### src/hdl/ptgc_pkg.sv
package ptgc_pkg;

    // CORDIC depth; at most AtanDepth cells are built
    localparam int CordicStages = 16;
    localparam int AtanDepth    = 24;
    localparam int NumCells     = (CordicStages < AtanDepth) ? CordicStages : AtanDepth;
    localparam int StageW       = 5;

    localparam int GainW = 18;
    localparam int AngW  = 16;
    localparam int RateW = 16;
    localparam int ErrW  = 17;
    localparam int CosW  = 16;
    localparam int TrqW  = 32;
    localparam int CfgIdxW = 3;

    // angle constants at 30 fraction bits
    localparam logic signed [35:0] AngPi     = 36'sd3373259426;
    localparam logic signed [35:0] AngTwoPi  = 36'sd6746518852;
    localparam logic        [31:0] AngPiU    = 32'd3373259426;
    localparam logic        [31:0] AngHalfPi = 32'd1686629713;
    localparam logic signed [31:0] CordicGain = 32'sd652032874;

    // truncated atan(2^-i) at 30 fraction bits
    localparam logic signed [31:0] AtanTab [AtanDepth] = '{
        32'sh3243F6A8, 32'sh1DAC6705, 32'sh0FADBAFC, 32'sh07F56EA6,
        32'sh03FEAB76, 32'sh01FFD55B, 32'sh00FFFAAA, 32'sh007FFF55,
        32'sh003FFFEA, 32'sh001FFFFD, 32'sh000FFFFF, 32'sh0007FFFF,
        32'sh0003FFFF, 32'sh0001FFFF, 32'sh0000FFFF, 32'sh00007FFF,
        32'sh00003FFF, 32'sh00001FFF, 32'sh00000FFF, 32'sh000007FF,
        32'sh000003FF, 32'sh000001FF, 32'sh000000FF, 32'sh0000007F
    };

    // register reset values
    localparam logic [GainW-1:0] RstPropGain    = 18'd160000;
    localparam logic [GainW-1:0] RstDerivGain   = 18'd12800;
    localparam logic [GainW-1:0] RstInertia     = 18'd23593;
    localparam logic [GainW-1:0] RstDamping     = 18'd6561;
    localparam logic [GainW-1:0] RstGravityGain = 18'd77070;

    typedef enum logic [CfgIdxW-1:0] {
        RegPropGain    = 3'd0,
        RegDerivGain   = 3'd1,
        RegInertia     = 3'd2,
        RegDamping     = 3'd3,
        RegGravityGain = 3'd4
    } t_reg_idx;

    typedef struct packed {
        logic [GainW-1:0] prop_gain;
        logic [GainW-1:0] deriv_gain;
        logic [GainW-1:0] inertia;
        logic [GainW-1:0] damping;
        logic [GainW-1:0] gravity_gain;
    } t_gains;

    // one word moving down the CORDIC row, with its side data
    typedef struct packed {
        logic                    valid;
        logic                    neg;
        logic signed [31:0]      x;
        logic signed [31:0]      y;
        logic signed [31:0]      z;
        logic signed [RateW-1:0] rate;
        logic signed [ErrW-1:0]  err;
    } t_cell;

endpackage

### src/hdl/ptgc_front.sv
module ptgc_front (
    input  logic                   i_clk,
    input  logic                   i_rst_n,
    input  logic                   i_en,
    input  logic                   i_valid,
    input  logic signed [15:0]     i_joint_angle,
    input  logic signed [15:0]     i_angular_rate,
    input  logic signed [15:0]     i_target_angle,
    output ptgc_pkg::t_cell        o_cell
);

    logic signed [16:0] w_ang;
    logic        [16:0] w_mag;
    logic signed [35:0] w_z;
    logic signed [35:0] w_wrap;
    logic        [31:0] n_z1;
    logic signed [16:0] n_err;

    logic               r_valid;
    logic        [31:0] r_z1;
    logic signed [15:0] r_rate;
    logic signed [16:0] r_err;

    // take magnitude, wrap once by two pi, take magnitude again
    always_comb begin
        w_ang  = 17'(i_joint_angle);
        w_mag  = (w_ang < 0) ? 17'(-w_ang) : 17'(w_ang);
        w_z    = $signed({1'b0, w_mag, 18'b0});
        w_wrap = (w_z > ptgc_pkg::AngPi) ? (w_z - ptgc_pkg::AngTwoPi) : w_z;
        n_z1   = (w_wrap < 0) ? 32'(-w_wrap) : 32'(w_wrap);
        n_err  = 17'(i_target_angle) - 17'(i_joint_angle);
    end

    always_ff @(posedge i_clk) begin
        if (!i_rst_n) begin
            r_valid <= 1'b0;
        end else if (i_en) begin
            r_valid <= i_valid;
        end
    end

    always_ff @(posedge i_clk) begin
        if (i_en) begin
            r_z1   <= n_z1;
            r_rate <= i_angular_rate;
            r_err  <= n_err;
        end
    end

    // fold into the first quadrant and seed the rotation
    always_comb begin
        o_cell.valid = r_valid;
        o_cell.rate  = r_rate;
        o_cell.err   = r_err;
        o_cell.x     = ptgc_pkg::CordicGain;
        o_cell.y     = '0;
        if (r_z1 > ptgc_pkg::AngHalfPi) begin
            o_cell.z   = $signed(ptgc_pkg::AngPiU - r_z1);
            o_cell.neg = 1'b1;
        end else begin
            o_cell.z   = $signed(r_z1);
            o_cell.neg = 1'b0;
        end
    end

    // reduced angle never exceeds pi
    a_z1_range: assert property (@(posedge i_clk) disable iff (!i_rst_n)
        r_valid |-> (r_z1 <= ptgc_pkg::AngPiU))
        else $error("reduced angle above pi");

endmodule

### config.mk
export PLATFORM = sky130hd
export DESIGN_NAME = ptgc_front
export DESIGN_NICKNAME = d
export VERILOG_FILES = /design/src/hdl/ptgc_pkg.sv /design/src/hdl/ptgc_front.sv
export SDC_FILE = /design/constraint.sdc
export NUM_CORES = 1
export LEC_CHECK = 0
export ABC_AREA = 1
export BUFFER_PORTS_ARGS = -buffer_cell sky130_fd_sc_hd__buf_4
export CAP_MARGIN = 20
export CORE_ASPECT_RATIO = 0.6
export CORE_MARGIN = 1
export CORE_UTILIZATION = 46
export DETAILED_ROUTE_END_ITERATION = 6
export GPL_TIMING_DRIVEN = 1
export PLACE_DENSITY = 0.79
export RECOVER_POWER = 50
export SYNTH_ARGS = -nofsm -noshare
export SYNTH_HDL_FRONTEND = slang
export SYNTH_SLANG_ARGS = --single-unit
### constraint.sdc
create_clock -name i_clk -period 2 [get_ports i_clk]
set_input_delay 0.2 -clock i_clk [delete_from_list [all_inputs] [get_ports i_clk]]
set_output_delay 0.2 -clock i_clk [all_outputs]
set_load 0.01 [all_outputs]
==> results of run 1 <==
==> sequential cells by signal, indices dropped and copies added, names as in the netlist <==
| name | cells |
|---|---|
| r_z1 | 17 |
| r_valid | 1 |
| r_err | 17 |
| r_rate | 16 |
==> report_power, final <==
group,total (mW),internal [mW],switching [mW],leakage [nW]
Clock,0.854,0.462,0.392,0.0674
Sequential,1.43,1.36,0.0703,0.497
Combinational,2.51,1.16,1.34,3.04
==> synth_stat cells, types with 2 or more instances <==
cell type	count
sky130_fd_sc_hd__a21oi_1	24
sky130_fd_sc_hd__nor3_1	6
sky130_fd_sc_hd__a211oi_1	2
sky130_fd_sc_hd__o211ai_1	3
sky130_fd_sc_hd__buf_4	74
sky130_fd_sc_hd__o21ai_0	22
sky130_fd_sc_hd__nor2_8	2
sky130_fd_sc_hd__inv_1	71
sky130_fd_sc_hd__ha_1	28
sky130_fd_sc_hd__nand3_2	9
sky130_fd_sc_hd__nor4_1	2
sky130_fd_sc_hd__edfxtp_1	50
sky130_fd_sc_hd__nor2_2	2
sky130_fd_sc_hd__nand2_4	8
sky130_fd_sc_hd__inv_2	4
sky130_fd_sc_hd__nand3_1	45
sky130_fd_sc_hd__xor2_1	25
sky130_fd_sc_hd__nor2_1	44
sky130_fd_sc_hd__nor2_4	4
sky130_fd_sc_hd__a21boi_0	2
sky130_fd_sc_hd__buf_6	3
sky130_fd_sc_hd__nand2_2	18
sky130_fd_sc_hd__conb_1	2
sky130_fd_sc_hd__o21ai_1	3
sky130_fd_sc_hd__nand4_1	9
sky130_fd_sc_hd__nand2_1	150
sky130_fd_sc_hd__xnor2_1	7
sky130_fd_sc_hd__o21ai_2	2
==> kinds of logic (layout without fill, tap and decap cells) <==
group	count (synthesis)	count (layout)	synth area share
adders and majority gates	29	29	0.07541
other	2	65	0.001529
buffers and inverters	155	316	0.1822
DFF	51	51	0.3098
xor gates and xnor gates	32	32	0.05707
and+or+nand+nor	300	302	0.2953
AOI/OAI and AO/OA	66	66	0.07873
==> layout make-up <==
type                       instances  area share
tap                              135     0.02365
clock inverter                     3    0.002803
inverter                          75     0.04221
sequential                        51      0.2130
timing repair buffer             233      0.2585
clock buffer                       5     0.01752
multi-input combinational        494      0.4423
==> layout by cell type (no fill, tap or decap), types with 4 or more instances in the layout <==
| master | instances |
|---|---|
| sky130_fd_sc_hd__buf_4 | 193 |
| sky130_fd_sc_hd__nand2_1 | 128 |
| sky130_fd_sc_hd__conb_1 | 65 |
| sky130_fd_sc_hd__inv_1 | 63 |
| sky130_fd_sc_hd__edfxtp_1 | 50 |
| sky130_fd_sc_hd__nand3_1 | 39 |
| sky130_fd_sc_hd__nor2_1 | 33 |
| sky130_fd_sc_hd__nand2_2 | 30 |
| sky130_fd_sc_hd__xor2_1 | 25 |
| sky130_fd_sc_hd__ha_1 | 22 |
| sky130_fd_sc_hd__a21oi_1 | 19 |
| sky130_fd_sc_hd__buf_6 | 19 |
| sky130_fd_sc_hd__clkbuf_4 | 16 |
| sky130_fd_sc_hd__nand2_4 | 15 |
| sky130_fd_sc_hd__nand3_2 | 12 |
| sky130_fd_sc_hd__o21ai_0 | 11 |
| sky130_fd_sc_hd__nor2_4 | 9 |
| sky130_fd_sc_hd__nor2_2 | 9 |
| sky130_fd_sc_hd__nand4_1 | 9 |
| sky130_fd_sc_hd__inv_2 | 8 |
| sky130_fd_sc_hd__o21ai_1 | 8 |
| sky130_fd_sc_hd__xnor2_1 | 6 |
| sky130_fd_sc_hd__o21ai_2 | 5 |
| sky130_fd_sc_hd__a21oi_2 | 5 |
| sky130_fd_sc_hd__clkbuf_16 | 5 |
| sky130_fd_sc_hd__nand2_8 | 4 |
| sky130_fd_sc_hd__nor3_1 | 4 |
==> critical path: cells and delay by family (launching register included) <==
| family | cells | cell delay [ns] |
|---|---|---|
| and+or+nand+nor | 3 | 0.48 |
| buffers and inverters | 4 | 0.57 |
| DFF | 1 | 0.39 |
| xor gates and xnor gates | 1 | 0.16 |
| AOI/OAI and AO/OA | 2 | 0.21 |
==> worst min path at each step <==
stage / cells after the start / from / end
detailed placement: 1 / i_angular_rate[0] / r_rate[0]
global placement: 1 / i_angular_rate[12] / r_rate[12]
finish: 1 / i_angular_rate[0] / r_rate[0]
floorplan: 1 / i_en / r_valid
global route: 1 / i_angular_rate[2] / r_rate[2]
CTS: 1 / i_angular_rate[0] / r_rate[0]
==> what timing repair did <==
| item | in CTS | in global routing |
|---|---|---|
| buffers inserted | 5 | 8 |
| pin swaps | 14 | 21 |
| cloned | 2 | 1 |
| gates resized for setup | 69 | 63 |
| setup endpoints to repair | 46 | 50 |
==> metal layers <==
layer	global-route usage	vias up	wire (um)
met5	0	-	0
met4	0.06180	0	213
met3	0.04198	18	1141
met2	0.3836	225	6540
met1	0.3463	2232	6460
li1	-	2392	-
==> impl_metrics.prom, run 1 <==
# TYPE chip_impl_metric gauge
chip_impl_metric{name="crit_arrival",unit="ns"} 2.10
chip_impl_metric{name="die_w",unit="um"} 135.4
chip_impl_metric{name="maxCapViolCount",unit=""} 0
chip_impl_metric{name="grt_pass1_wl",unit="um"} 21020
chip_impl_metric{name="core_area",unit="um2"} 10120
chip_impl_info{name="synth.largest_area_cell",value="sky130_fd_sc_hd__edfxtp_1"} 1
chip_impl_metric{name="synthCells",unit=""} 635
chip_impl_metric{name="htree_levels",unit=""} 2
chip_impl_metric{name="setup_slack_after_placement",unit="ns"} -0.3869
chip_impl_info{name="worstPathCellList",value="nor2_1 -> inv_1 -> nor4_2 -> buf_4 -> o311ai_4 -> nand3_2 -> buf_12 -> o211ai_1 -> xor2_1 -> buf_4"} 1
chip_impl_metric{name="placement.cell_area",unit="um2"} 6404
chip_impl_info{name="worst_setup_path_startpoint",value="r_z1[24]"} 1
chip_impl_metric{name="layout.core_utilization",unit=""} 0.7055
chip_impl_metric{name="worst_hold_slack",unit="ns"} 0.1019
chip_impl_metric{name="routed_via_density",unit=""} 4.887
chip_impl_metric{name="regArea",unit="um2"} 1521
chip_impl_metric{name="post_synth_edffs",unit=""} 50
chip_impl_info{name="failing_checks",value="setup timing"} 1
chip_impl_metric{name="cp_slowest_stage_delay",unit="ns"} 0.39
chip_impl_info{name="synth_area_leaders",value="sky130_fd_sc_hd__edfxtp_1 31%, sky130_fd_sc_hd__nand2_1 11%, sky130_fd_sc_hd__buf_4 11%"} 1
chip_impl_metric{name="remaining_antenna_violation_count_after_routing",unit=""} 0
chip_impl_metric{name="setup_total_negative_slack",unit="ns"} -6.968
chip_impl_info{name="critPathCapture",value="o_cell[54]"} 1
chip_impl_info{name="crit_top_cell",value="sky130_fd_sc_hd__buf_4"} 1
chip_impl_metric{name="clk-insertion-delay-late",unit="ns"} 0.29
chip_impl_metric{name="share_of_the_cycle_needed_by_the_critical_path_after_routing",unit=""} 1.149
chip_impl_metric{name="ir_drop_worst_case_vdd",unit="mV"} 0.4397
chip_impl_metric{name="grt_pass1_vias",unit=""} 4420
chip_impl_info{name="crit_path_top_delay_cell",value="sky130_fd_sc_hd__edfxtp_1"} 1
chip_impl_metric{name="setup_ws",unit="ns"} -0.2987
chip_impl_metric{name="detailroute.via_count",unit=""} 4867
chip_impl_metric{name="cellLeakagePower",unit="nW"} 3.605
chip_impl_metric{name="post-route-cell-area",unit="um2"} 7143
chip_impl_metric{name="dp.final_hpwl",unit="um"} 10540
chip_impl_metric{name="cts_hold_buffers",unit=""} 0
chip_impl_metric{name="die_height",unit="um"} 82.04
chip_impl_metric{name="drive_gt1_frac",unit=""} 0.4216
chip_impl_info{name="main_flop_type_after_synthesis",value="sky130_fd_sc_hd__edfxtp_1"} 1
chip_impl_metric{name="overall_power_of_the_completed_layout",unit="mW"} 4.795
chip_impl_metric{name="slew_limit_fails",unit=""} 0
chip_impl_metric{name="synth.distinct_cells",unit=""} 42
chip_impl_metric{name="globalRouteTotalUtil",unit=""} 0.2441
chip_impl_metric{name="clk_path_buf_depth",unit=""} 2
chip_impl_metric{name="drt-wirelength-per-cell",unit="um"} 14.41
chip_impl_metric{name="max_clock_freq",unit="MHz"} 435.0
chip_impl_metric{name="slew-limit-headroom",unit=""} 0.1142
chip_impl_metric{name="multi_input_area",unit="um2"} 3159
chip_impl_info{name="hold_path.class",value="in -> reg"} 1
chip_impl_metric{name="design.final.nets",unit=""} 941
chip_impl_metric{name="clk_transition_reported_paths",unit="ns"} 0.07
chip_impl_metric{name="drtIter0Drc",unit=""} 368
chip_impl_metric{name="drt_pass1_iterations",unit=""} 5
chip_impl_metric{name="post_route_drc",unit=""} 0
chip_impl_metric{name="mapped_avg_cell_area",unit="um2"} 7.734
chip_impl_info{name="rsz0062_at_grt",value="true"} 1
chip_impl_metric{name="worstMarginPinSlew",unit="ns"} 1.329
chip_impl_metric{name="period_needed",unit="ns"} 2.299
chip_impl_info{name="worst_setup_start_kind",value="flop"} 1
chip_impl_metric{name="area.growth.synth_to_final",unit="%"} 45.45
chip_impl_metric{name="yosysSeqAreaShare",unit=""} 0.3098
chip_impl_metric{name="fin_cells",unit=""} 996
chip_impl_metric{name="antenna_cells",unit=""} 0
chip_impl_metric{name="fill_cells",unit=""} 759
chip_impl_metric{name="rrSetupSlack",unit="ns"} 1.29
chip_impl_metric{name="cts_sinks",unit=""} 51
chip_impl_metric{name="dp.cells",unit=""} 973
chip_impl_info{name="regToRegEndpoint",value="r_valid"} 1
chip_impl_info{name="cts_tree",value="done"} 1
chip_impl_metric{name="globalRoute.totalOverflow",unit=""} 0
chip_impl_metric{name="start_util",unit=""} 0.4850
chip_impl_metric{name="ys_seq_elements",unit=""} 51
chip_impl_metric{name="cts_buffers",unit=""} 5
chip_impl_metric{name="maximum_fanout_along_the_worst_path",unit=""} 8
chip_impl_metric{name="synth_area",unit="um2"} 4911
chip_impl_metric{name="final_setup_violation_count",unit=""} 31
chip_impl_metric{name="grt_antenna_before_repair",unit=""} 0
chip_impl_metric{name="finalHoldViolations",unit=""} 0
chip_impl_metric{name="power-per-cell-area",unit="nW/um2"} 671.3
chip_impl_info{name="worst_setup_path_end_kind",value="output pin"} 1
chip_impl_metric{name="postRouteWirelength",unit="um"} 14360
chip_impl_metric{name="required",unit="ns"} 1.80
chip_impl_info{name="regToRegStartpoint",value="r_valid"} 1
chip_impl_metric{name="io_pins",unit=""} 183
chip_impl_info{name="clk_root_buffer_cell",value="sky130_fd_sc_hd__clkbuf_16"} 1
chip_impl_info{name="kind_of_critical_path",value="reg -> out"} 1
chip_impl_metric{name="maximum_number_of_pins_on_one_net_before_global_route_repair",unit=""} 53
chip_impl_metric{name="rr_worst_depth",unit=""} 2
chip_impl_metric{name="yosysWarnings",unit=""} 0
chip_impl_metric{name="synth-async-reset-ratio",unit=""} 0
chip_impl_metric{name="dieArea",unit="um2"} 11110
chip_impl_metric{name="floorplan.rows",unit=""} 28
chip_impl_metric{name="clock-skew-final",unit="ns"} 0
chip_impl_metric{name="portBuffers",unit=""} 117
chip_impl_metric{name="gp_routability_congestion",unit=""} 0.9589
chip_impl_metric{name="yosysTopAreaCellShare",unit=""} 0.3057
chip_impl_info{name="outcome",value="finished with violations"} 1
No activity file was read; power rests on OpenSTA's default activity.
==> inputs of run 2 (changes only) <==
--- a/config.mk
+++ b/config.mk
@@ -10,11 +10,12 @@
 export CAP_MARGIN = 20
 export CORE_ASPECT_RATIO = 0.6
 export CORE_MARGIN = 1
-export CORE_UTILIZATION = 46
+export CORE_UTILIZATION = 51
 export DETAILED_ROUTE_END_ITERATION = 6
 export GPL_TIMING_DRIVEN = 1
-export PLACE_DENSITY = 0.79
+export PLACE_DENSITY = 0.83
 export RECOVER_POWER = 50
+export SKIP_CTS_REPAIR_TIMING = 1
 export SYNTH_ARGS = -nofsm -noshare
 export SYNTH_HDL_FRONTEND = slang
 export SYNTH_SLANG_ARGS = --single-unit
==> constraint.sdc (replaced) <==
create_clock -name i_clk -period 2.6 [get_ports i_clk]
set_input_delay 0.26 -clock i_clk [delete_from_list [all_inputs] [get_ports i_clk]]
set_output_delay 0.26 -clock i_clk [all_outputs]
set_load 0.01 [all_outputs]
==> impl_metrics.prom, run 2 (synthesis results as in run 1) <==
# TYPE chip_impl_metric gauge
chip_impl_info{name="outcome",value="complete, no violations"} 1
chip_impl_metric{name="drt_pass1_iterations",unit=""} 6
chip_impl_metric{name="holdPathStages",unit=""} 1
chip_impl_info{name="kind_of_critical_path",value="reg -> out"} 1
chip_impl_metric{name="period_needed",unit="ns"} 2.517
chip_impl_metric{name="maximum_number_of_pins_on_one_net_before_global_route_repair",unit=""} 53
chip_impl_metric{name="setup_ws",unit="ns"} 0.08305
chip_impl_metric{name="fill_cells",unit=""} 784
chip_impl_info{name="worstPathCellList",value="inv_2 -> nand4_1 -> nor4_4 -> o311ai_1 -> nand3_1 -> buf_4 -> buf_6 -> o211ai_1 -> xor2_1 -> buf_4"} 1
chip_impl_metric{name="crit_arrival",unit="ns"} 2.26
chip_impl_metric{name="remaining_antenna_violation_count_after_routing",unit=""} 0
chip_impl_metric{name="layout.core_utilization",unit=""} 0.6317
chip_impl_info{name="reg_top3",value="r_err (17), r_z1 (17), r_rate (16)"} 1
chip_impl_info{name="worst_setup_path_startpoint",value="r_z1[28]"} 1
chip_impl_metric{name="ir_drop_worst_case_vdd",unit="mV"} 0.2976
chip_impl_info{name="regToRegStartpoint",value="r_valid"} 1
chip_impl_metric{name="power-per-cell-area",unit="nW/um2"} 557.4
chip_impl_metric{name="htree_levels",unit=""} 2
chip_impl_metric{name="maxCapViolCount",unit=""} 0
chip_impl_metric{name="cp_slowest_stage_delay",unit="ns"} 0.42
chip_impl_info{name="most-common-layout-cells",value="149 x sky130_fd_sc_hd__nand2_1, 102 x sky130_fd_sc_hd__buf_4, 68 x sky130_fd_sc_hd__inv_1, 65 x sky130_fd_sc_hd__conb_1, 50 x sky130_fd_sc_hd__edfxtp_1"} 1
chip_impl_metric{name="clock-skew-final",unit="ns"} 0
chip_impl_info{name="crit_path_top_delay_cell",value="sky130_fd_sc_hd__edfxtp_1"} 1
chip_impl_info{name="hold_path_end",value="r_rate[4]"} 1
chip_impl_metric{name="floorplan.rows",unit=""} 27
chip_impl_metric{name="grt_pass1_wl",unit="um"} 19010
chip_impl_metric{name="rrSetupSlack",unit="ns"} 1.89
chip_impl_info{name="mostFrequentLayoutCell",value="sky130_fd_sc_hd__nand2_1"} 1
chip_impl_info{name="hold_path.class",value="in -> reg"} 1
chip_impl_metric{name="post-route-cell-area",unit="um2"} 5847
chip_impl_info{name="regToRegEndpoint",value="r_valid"} 1
chip_impl_metric{name="dieArea",unit="um2"} 10040
chip_impl_metric{name="required",unit="ns"} 2.34
chip_impl_metric{name="die_height",unit="um"} 78.01
chip_impl_metric{name="worstMarginPinSlew",unit="ns"} 1.283
chip_impl_metric{name="io_pins",unit=""} 183
chip_impl_metric{name="finalHoldViolations",unit=""} 0
chip_impl_metric{name="clk-insertion-delay-late",unit="ns"} 0.29
chip_impl_metric{name="clk_transition_reported_paths",unit="ns"} 0.07
chip_impl_metric{name="clk_path_buf_depth",unit=""} 2
chip_impl_metric{name="area.growth.synth_to_final",unit="%"} 19.06
chip_impl_metric{name="drive_gt1_frac",unit=""} 0.2388
chip_impl_metric{name="slew-limit-headroom",unit=""} 0.1448
chip_impl_metric{name="portBuffers",unit=""} 117
chip_impl_metric{name="drt-wirelength-per-cell",unit="um"} 13.20
chip_impl_metric{name="start_util",unit=""} 0.5305
chip_impl_metric{name="grt_pass1_vias",unit=""} 4060
chip_impl_metric{name="placement.cell_area",unit="um2"} 5650
chip_impl_metric{name="setup_slack_after_placement",unit="ns"} 0.06091
chip_impl_metric{name="detailroute.via_count",unit=""} 4495
chip_impl_metric{name="cellLeakagePower",unit="nW"} 2.982
chip_impl_metric{name="globalRouteTotalUtil",unit=""} 0.2374
chip_impl_metric{name="globalRoute.totalOverflow",unit=""} 0
chip_impl_info{name="hp-start",value="i_angular_rate[4]"} 1
chip_impl_metric{name="routed_via_density",unit=""} 5.039
chip_impl_info{name="clk_root_buffer_cell",value="sky130_fd_sc_hd__clkbuf_16"} 1
chip_impl_metric{name="dp.final_hpwl",unit="um"} 9364
chip_impl_metric{name="design.final.nets",unit=""} 842
chip_impl_info{name="worst_setup_start_kind",value="flop"} 1
chip_impl_metric{name="cts_sinks",unit=""} 51
chip_impl_metric{name="cts_buffers",unit=""} 5
chip_impl_info{name="crit_top_cell",value="sky130_fd_sc_hd__buf_4"} 1
chip_impl_metric{name="drtIter0Drc",unit=""} 406
chip_impl_metric{name="gp_routability_congestion",unit=""} 0.9481
chip_impl_metric{name="share_of_the_cycle_needed_by_the_critical_path_after_routing",unit=""} 0.9681
chip_impl_metric{name="maximum_fanout_along_the_worst_path",unit=""} 7
chip_impl_info{name="worst_setup_path_end_kind",value="output pin"} 1
chip_impl_metric{name="max_clock_freq",unit="MHz"} 397.3
chip_impl_metric{name="postRouteWirelength",unit="um"} 11770
chip_impl_metric{name="antenna_cells",unit=""} 0
chip_impl_info{name="cts_tree",value="done"} 1
chip_impl_metric{name="rr_worst_depth",unit=""} 2
chip_impl_metric{name="final_setup_violation_count",unit=""} 0
chip_impl_metric{name="core_area",unit="um2"} 9256
chip_impl_metric{name="post_route_drc",unit=""} 0
chip_impl_metric{name="die_w",unit="um"} 128.7
chip_impl_metric{name="grt_antenna_before_repair",unit=""} 0
chip_impl_metric{name="slew_limit_fails",unit=""} 0
run 2: cell count changes in the layout (fill, tap and decap cells not counted), sizes merged:
cell and change:
buf -111, clkinvlp -1, clkbuf +16, nand2 -1, clkinv -2, bufinv +1
nor2 -1
run 2: how the worst max path moves through the flow:
stage | to | slack [ns] | cells past startpoint
2_1_floorplan | o_cell[41] | 0.39 | 9
3_3_place_gp | r_err[13] | 0.13 | 13
3_5_place_dp | r_err[13] | 0.06 | 13
4_1_cts | o_cell[59] | -0.03 | 9
5_1_grt | o_cell[54] | -0.06 | 10
6_report | o_cell[54] | 0.08 | 10
run 2: final cells by class:
| cell class | instances | area [um2] | area share |
|---|---|---|---|
| Clock inverter | 1 | 30.03 | 0.005136 |
| Multi-Input combinational cell | 492 | 2749 | 0.4701 |
| Inverter | 75 | 281.5 | 0.04815 |
| Sequential cell | 51 | 1521 | 0.2602 |
| Timing Repair Buffer | 136 | 969.7 | 0.1658 |
| Clock buffer | 7 | 132.6 | 0.02268 |
| Tap cell | 130 | 162.7 | 0.02782 |
run 2: stage by stage:
step | hold WS [ns] | power, mW | TNS (ns) | std cells
2_1_floorplan | 0.3535 | 2.031 | 0 | 698
3_3_place_gp | 0.4378 | 2.454 | 0 | 875
3_5_place_dp | 0.4393 | 2.488 | 0 | 875
4_1_cts | 0.1365 | 3.231 | -0.02783 | 883
5_1_grt | 0.1541 | 3.468 | -0.3474 | 892
6_report | 0.1638 | 3.259 | 0 | 892
run 2: report_power, final:
| part | total (mW) | switching (mW) | internal (mW) |
|---|---|---|---|
| clock | 0.732 | 0.277 | 0.455 |
| combinational | 1.42 | 0.817 | 0.598 |
| sequential | 1.11 | 0.0631 | 1.05 |
| total | 3.26 | 1.16 | 2.10 |
run 2: critical path: cells and delay by family (launching register included):
family                 cells  cell delay, ns
AO/OA/AOI/OAI              2            0.25
XOR/XNOR                   1            0.16
buffers and inverters      4            0.50
flip-flops                 1            0.42
AND/OR/NAND/NOR            3            0.65
run 2: routing by layer:
| layer | vias up | GRT usage | routed length [um] |
|---|---|---|---|
| met4 | 0 | 0.03765 | 110 |
| met3 | 12 | 0.06885 | 1370 |
| met2 | 271 | 0.3611 | 4974 |
| met5 | - | 0 | 0 |
| met1 | 2026 | 0.3378 | 5316 |
| li1 | 2186 | - | - |
==> inputs of run 3 (changes only) <==
--- a/config.mk
+++ b/config.mk
@@ -10,10 +10,11 @@
 export CAP_MARGIN = 20
 export CORE_ASPECT_RATIO = 0.6
 export CORE_MARGIN = 1
-export CORE_UTILIZATION = 51
+export CORE_UTILIZATION = 52
+export CTS_BUF_LIST = sky130_fd_sc_hd__clkbuf_8
 export DETAILED_ROUTE_END_ITERATION = 6
 export GPL_TIMING_DRIVEN = 1
-export PLACE_DENSITY = 0.83
+export PLACE_DENSITY = 0.85
 export RECOVER_POWER = 50
 export SKIP_CTS_REPAIR_TIMING = 1
 export SYNTH_ARGS = -nofsm -noshare
==> impl_metrics.prom, run 3 (synthesis results as in run 1) <==
# TYPE chip_impl_metric gauge
chip_impl_info{name="outcome",value="complete, no violations"} 1
chip_impl_metric{name="grt_antenna_before_repair",unit=""} 0
chip_impl_metric{name="die_height",unit="um"} 77.28
chip_impl_metric{name="regArea",unit="um2"} 1521
chip_impl_info{name="reg_top3",value="r_err (17), r_z1 (17), r_rate (16)"} 1
chip_impl_metric{name="portBuffers",unit=""} 117
chip_impl_metric{name="postRouteWirelength",unit="um"} 11910
chip_impl_metric{name="worst_hold_slack",unit="ns"} 0.1439
chip_impl_metric{name="cellLeakagePower",unit="nW"} 2.941
chip_impl_info{name="cts_tree",value="done"} 1
chip_impl_metric{name="remaining_antenna_violation_count_after_routing",unit=""} 0
chip_impl_metric{name="io_pins",unit=""} 183
chip_impl_metric{name="drtIter0Drc",unit=""} 472
chip_impl_info{name="worst_setup_path_startpoint",value="r_z1[19]"} 1
chip_impl_metric{name="maxCapViolCount",unit=""} 0
chip_impl_metric{name="drt_pass1_iterations",unit=""} 6
chip_impl_metric{name="grt_pass1_vias",unit=""} 4050
chip_impl_metric{name="antenna_cells",unit=""} 0
chip_impl_metric{name="cts_sinks",unit=""} 51
chip_impl_metric{name="cts_buffers",unit=""} 5
chip_impl_metric{name="share_of_the_cycle_needed_by_the_critical_path_after_routing",unit=""} 0.9549
chip_impl_info{name="regToRegStartpoint",value="r_valid"} 1
chip_impl_metric{name="maximum_number_of_pins_on_one_net_before_global_route_repair",unit=""} 53
chip_impl_metric{name="design.final.nets",unit=""} 836
chip_impl_metric{name="overall_power_of_the_completed_layout",unit="mW"} 3.077
chip_impl_metric{name="start_util",unit=""} 0.5364
chip_impl_metric{name="globalRouteTotalUtil",unit=""} 0.2395
chip_impl_metric{name="core_area",unit="um2"} 9155
chip_impl_metric{name="slew-limit-headroom",unit=""} 0.1511
chip_impl_metric{name="clk_transition_reported_paths",unit="ns"} 0.09
chip_impl_info{name="hold_path.class",value="in -> reg"} 1
chip_impl_metric{name="drt-wirelength-per-cell",unit="um"} 13.44
chip_impl_metric{name="post_route_drc",unit=""} 0
chip_impl_metric{name="crit_arrival",unit="ns"} 2.22
chip_impl_metric{name="required",unit="ns"} 2.34
chip_impl_metric{name="setup_total_negative_slack",unit="ns"} 0
chip_impl_metric{name="die_w",unit="um"} 127.5
chip_impl_metric{name="fill_cells",unit=""} 791
chip_impl_metric{name="maximum_fanout_along_the_worst_path",unit=""} 11
chip_impl_metric{name="finalHoldViolations",unit=""} 0
chip_impl_metric{name="holdPathStages",unit=""} 1
chip_impl_info{name="kind_of_critical_path",value="reg -> out"} 1
chip_impl_metric{name="fin_cells",unit=""} 886
chip_impl_metric{name="period_needed",unit="ns"} 2.483
chip_impl_metric{name="dp.cells",unit=""} 873
chip_impl_info{name="mostFrequentLayoutCell",value="sky130_fd_sc_hd__nand2_1"} 1
chip_impl_metric{name="floorplan.rows",unit=""} 27
chip_impl_metric{name="slew_limit_fails",unit=""} 0
chip_impl_metric{name="routed_via_density",unit=""} 5.080
chip_impl_metric{name="layout.core_utilization",unit=""} 0.6298
chip_impl_metric{name="area.growth.synth_to_final",unit="%"} 17.40
chip_impl_metric{name="gp_routability_congestion",unit=""} 0.8903
chip_impl_metric{name="power-per-cell-area",unit="nW/um2"} 533.7
chip_impl_metric{name="multi_input_area",unit="um2"} 2761
chip_impl_info{name="most-common-layout-cells",value="148 x sky130_fd_sc_hd__nand2_1, 99 x sky130_fd_sc_hd__buf_4, 71 x sky130_fd_sc_hd__inv_1, 65 x sky130_fd_sc_hd__conb_1, 50 x sky130_fd_sc_hd__edfxtp_1"} 1
chip_impl_info{name="worst_setup_path_end_kind",value="output pin"} 1
chip_impl_metric{name="htree_levels",unit=""} 2
chip_impl_metric{name="grt_pass1_wl",unit="um"} 18720
chip_impl_metric{name="detailroute.via_count",unit=""} 4501
chip_impl_metric{name="worstMarginPinSlew",unit="ns"} 1.273
chip_impl_metric{name="globalRoute.totalOverflow",unit=""} 0
chip_impl_metric{name="rr_worst_depth",unit=""} 2
chip_impl_metric{name="clock-skew-final",unit="ns"} 0
chip_impl_info{name="hp-start",value="i_angular_rate[12]"} 1
chip_impl_metric{name="dieArea",unit="um2"} 9849
chip_impl_metric{name="max_clock_freq",unit="MHz"} 402.8
chip_impl_metric{name="ir_drop_worst_case_vdd",unit="mV"} 0.2815
chip_impl_metric{name="final_setup_violation_count",unit=""} 0
chip_impl_metric{name="clk-insertion-delay-late",unit="ns"} 0.30
chip_impl_info{name="worst_setup_start_kind",value="flop"} 1
chip_impl_info{name="clk_root_buffer_cell",value="sky130_fd_sc_hd__clkbuf_8"} 1
chip_impl_metric{name="dp.final_hpwl",unit="um"} 9593
chip_impl_metric{name="clk_path_buf_depth",unit=""} 2
chip_impl_metric{name="drive_gt1_frac",unit=""} 0.2381
[run 3: layout make-up]
type,count,area share
Multi-Input combinational cell,492,0.4789
Clock buffer,6,0.01432
Timing Repair Buffer,130,0.1597
Inverter,75,0.04883
Clock inverter,2,0.006076
Tap cell,130,0.02821
Sequential cell,51,0.2639
[run 3: per-stage QoR]
stage | setup WS, ns | instance area (um2)
detailed placement | -0.02788 | 5635
global placement | 0.09365 | 5635
CTS | 0.001554 | 5753
global route | -0.02155 | 5766
finish | 0.1172 | 5766
floorplan | 0.3918 | 5147
[run 3: worst paths after layout]
| path | endpoint | slack, ns |
|---|---|---|
| worst max register to register | r_valid | 1.87 |
| worst max-delay path | o_cell[59] | 0.12 |
| worst min-delay path | r_rate[12] | 0.14 |
| worst min register to register | r_valid | 0.58 |
[run 3: worst max-delay path, cell delays in order (launching register included)]
cell and delay (ns):
sky130_fd_sc_hd__edfxtp_1 0.48, sky130_fd_sc_hd__inv_1 0.21, sky130_fd_sc_hd__nand3_1 0.12, sky130_fd_sc_hd__nor4_1 0.21, sky130_fd_sc_hd__nand3_1 0.11, sky130_fd_sc_hd__nand3_1 0.15, sky130_fd_sc_hd__buf_4 0.19, sky130_fd_sc_hd__o211ai_1 0.12
sky130_fd_sc_hd__xor2_1 0.17, sky130_fd_sc_hd__buf_4 0.16
[run 3: metal layers]
| layer | share of wire | global-route usage | vias up |
|---|---|---|---|
| met5 | 0 | 0 | - |
| met4 | 0.014 | 0.04524 | 0 |
| met3 | 0.093 | 0.05722 | 22 |
| met2 | 0.44 | 0.3770 | 232 |
| met1 | 0.45 | 0.3344 | 2073 |
| li1 | - | - | 2174 |
[run 3: report_power, final]
part	total, mW	switching [mW]	internal, mW
combinational	1.39	0.814	0.575
clock	0.581	0.270	0.312
sequential	1.11	0.0606	1.05
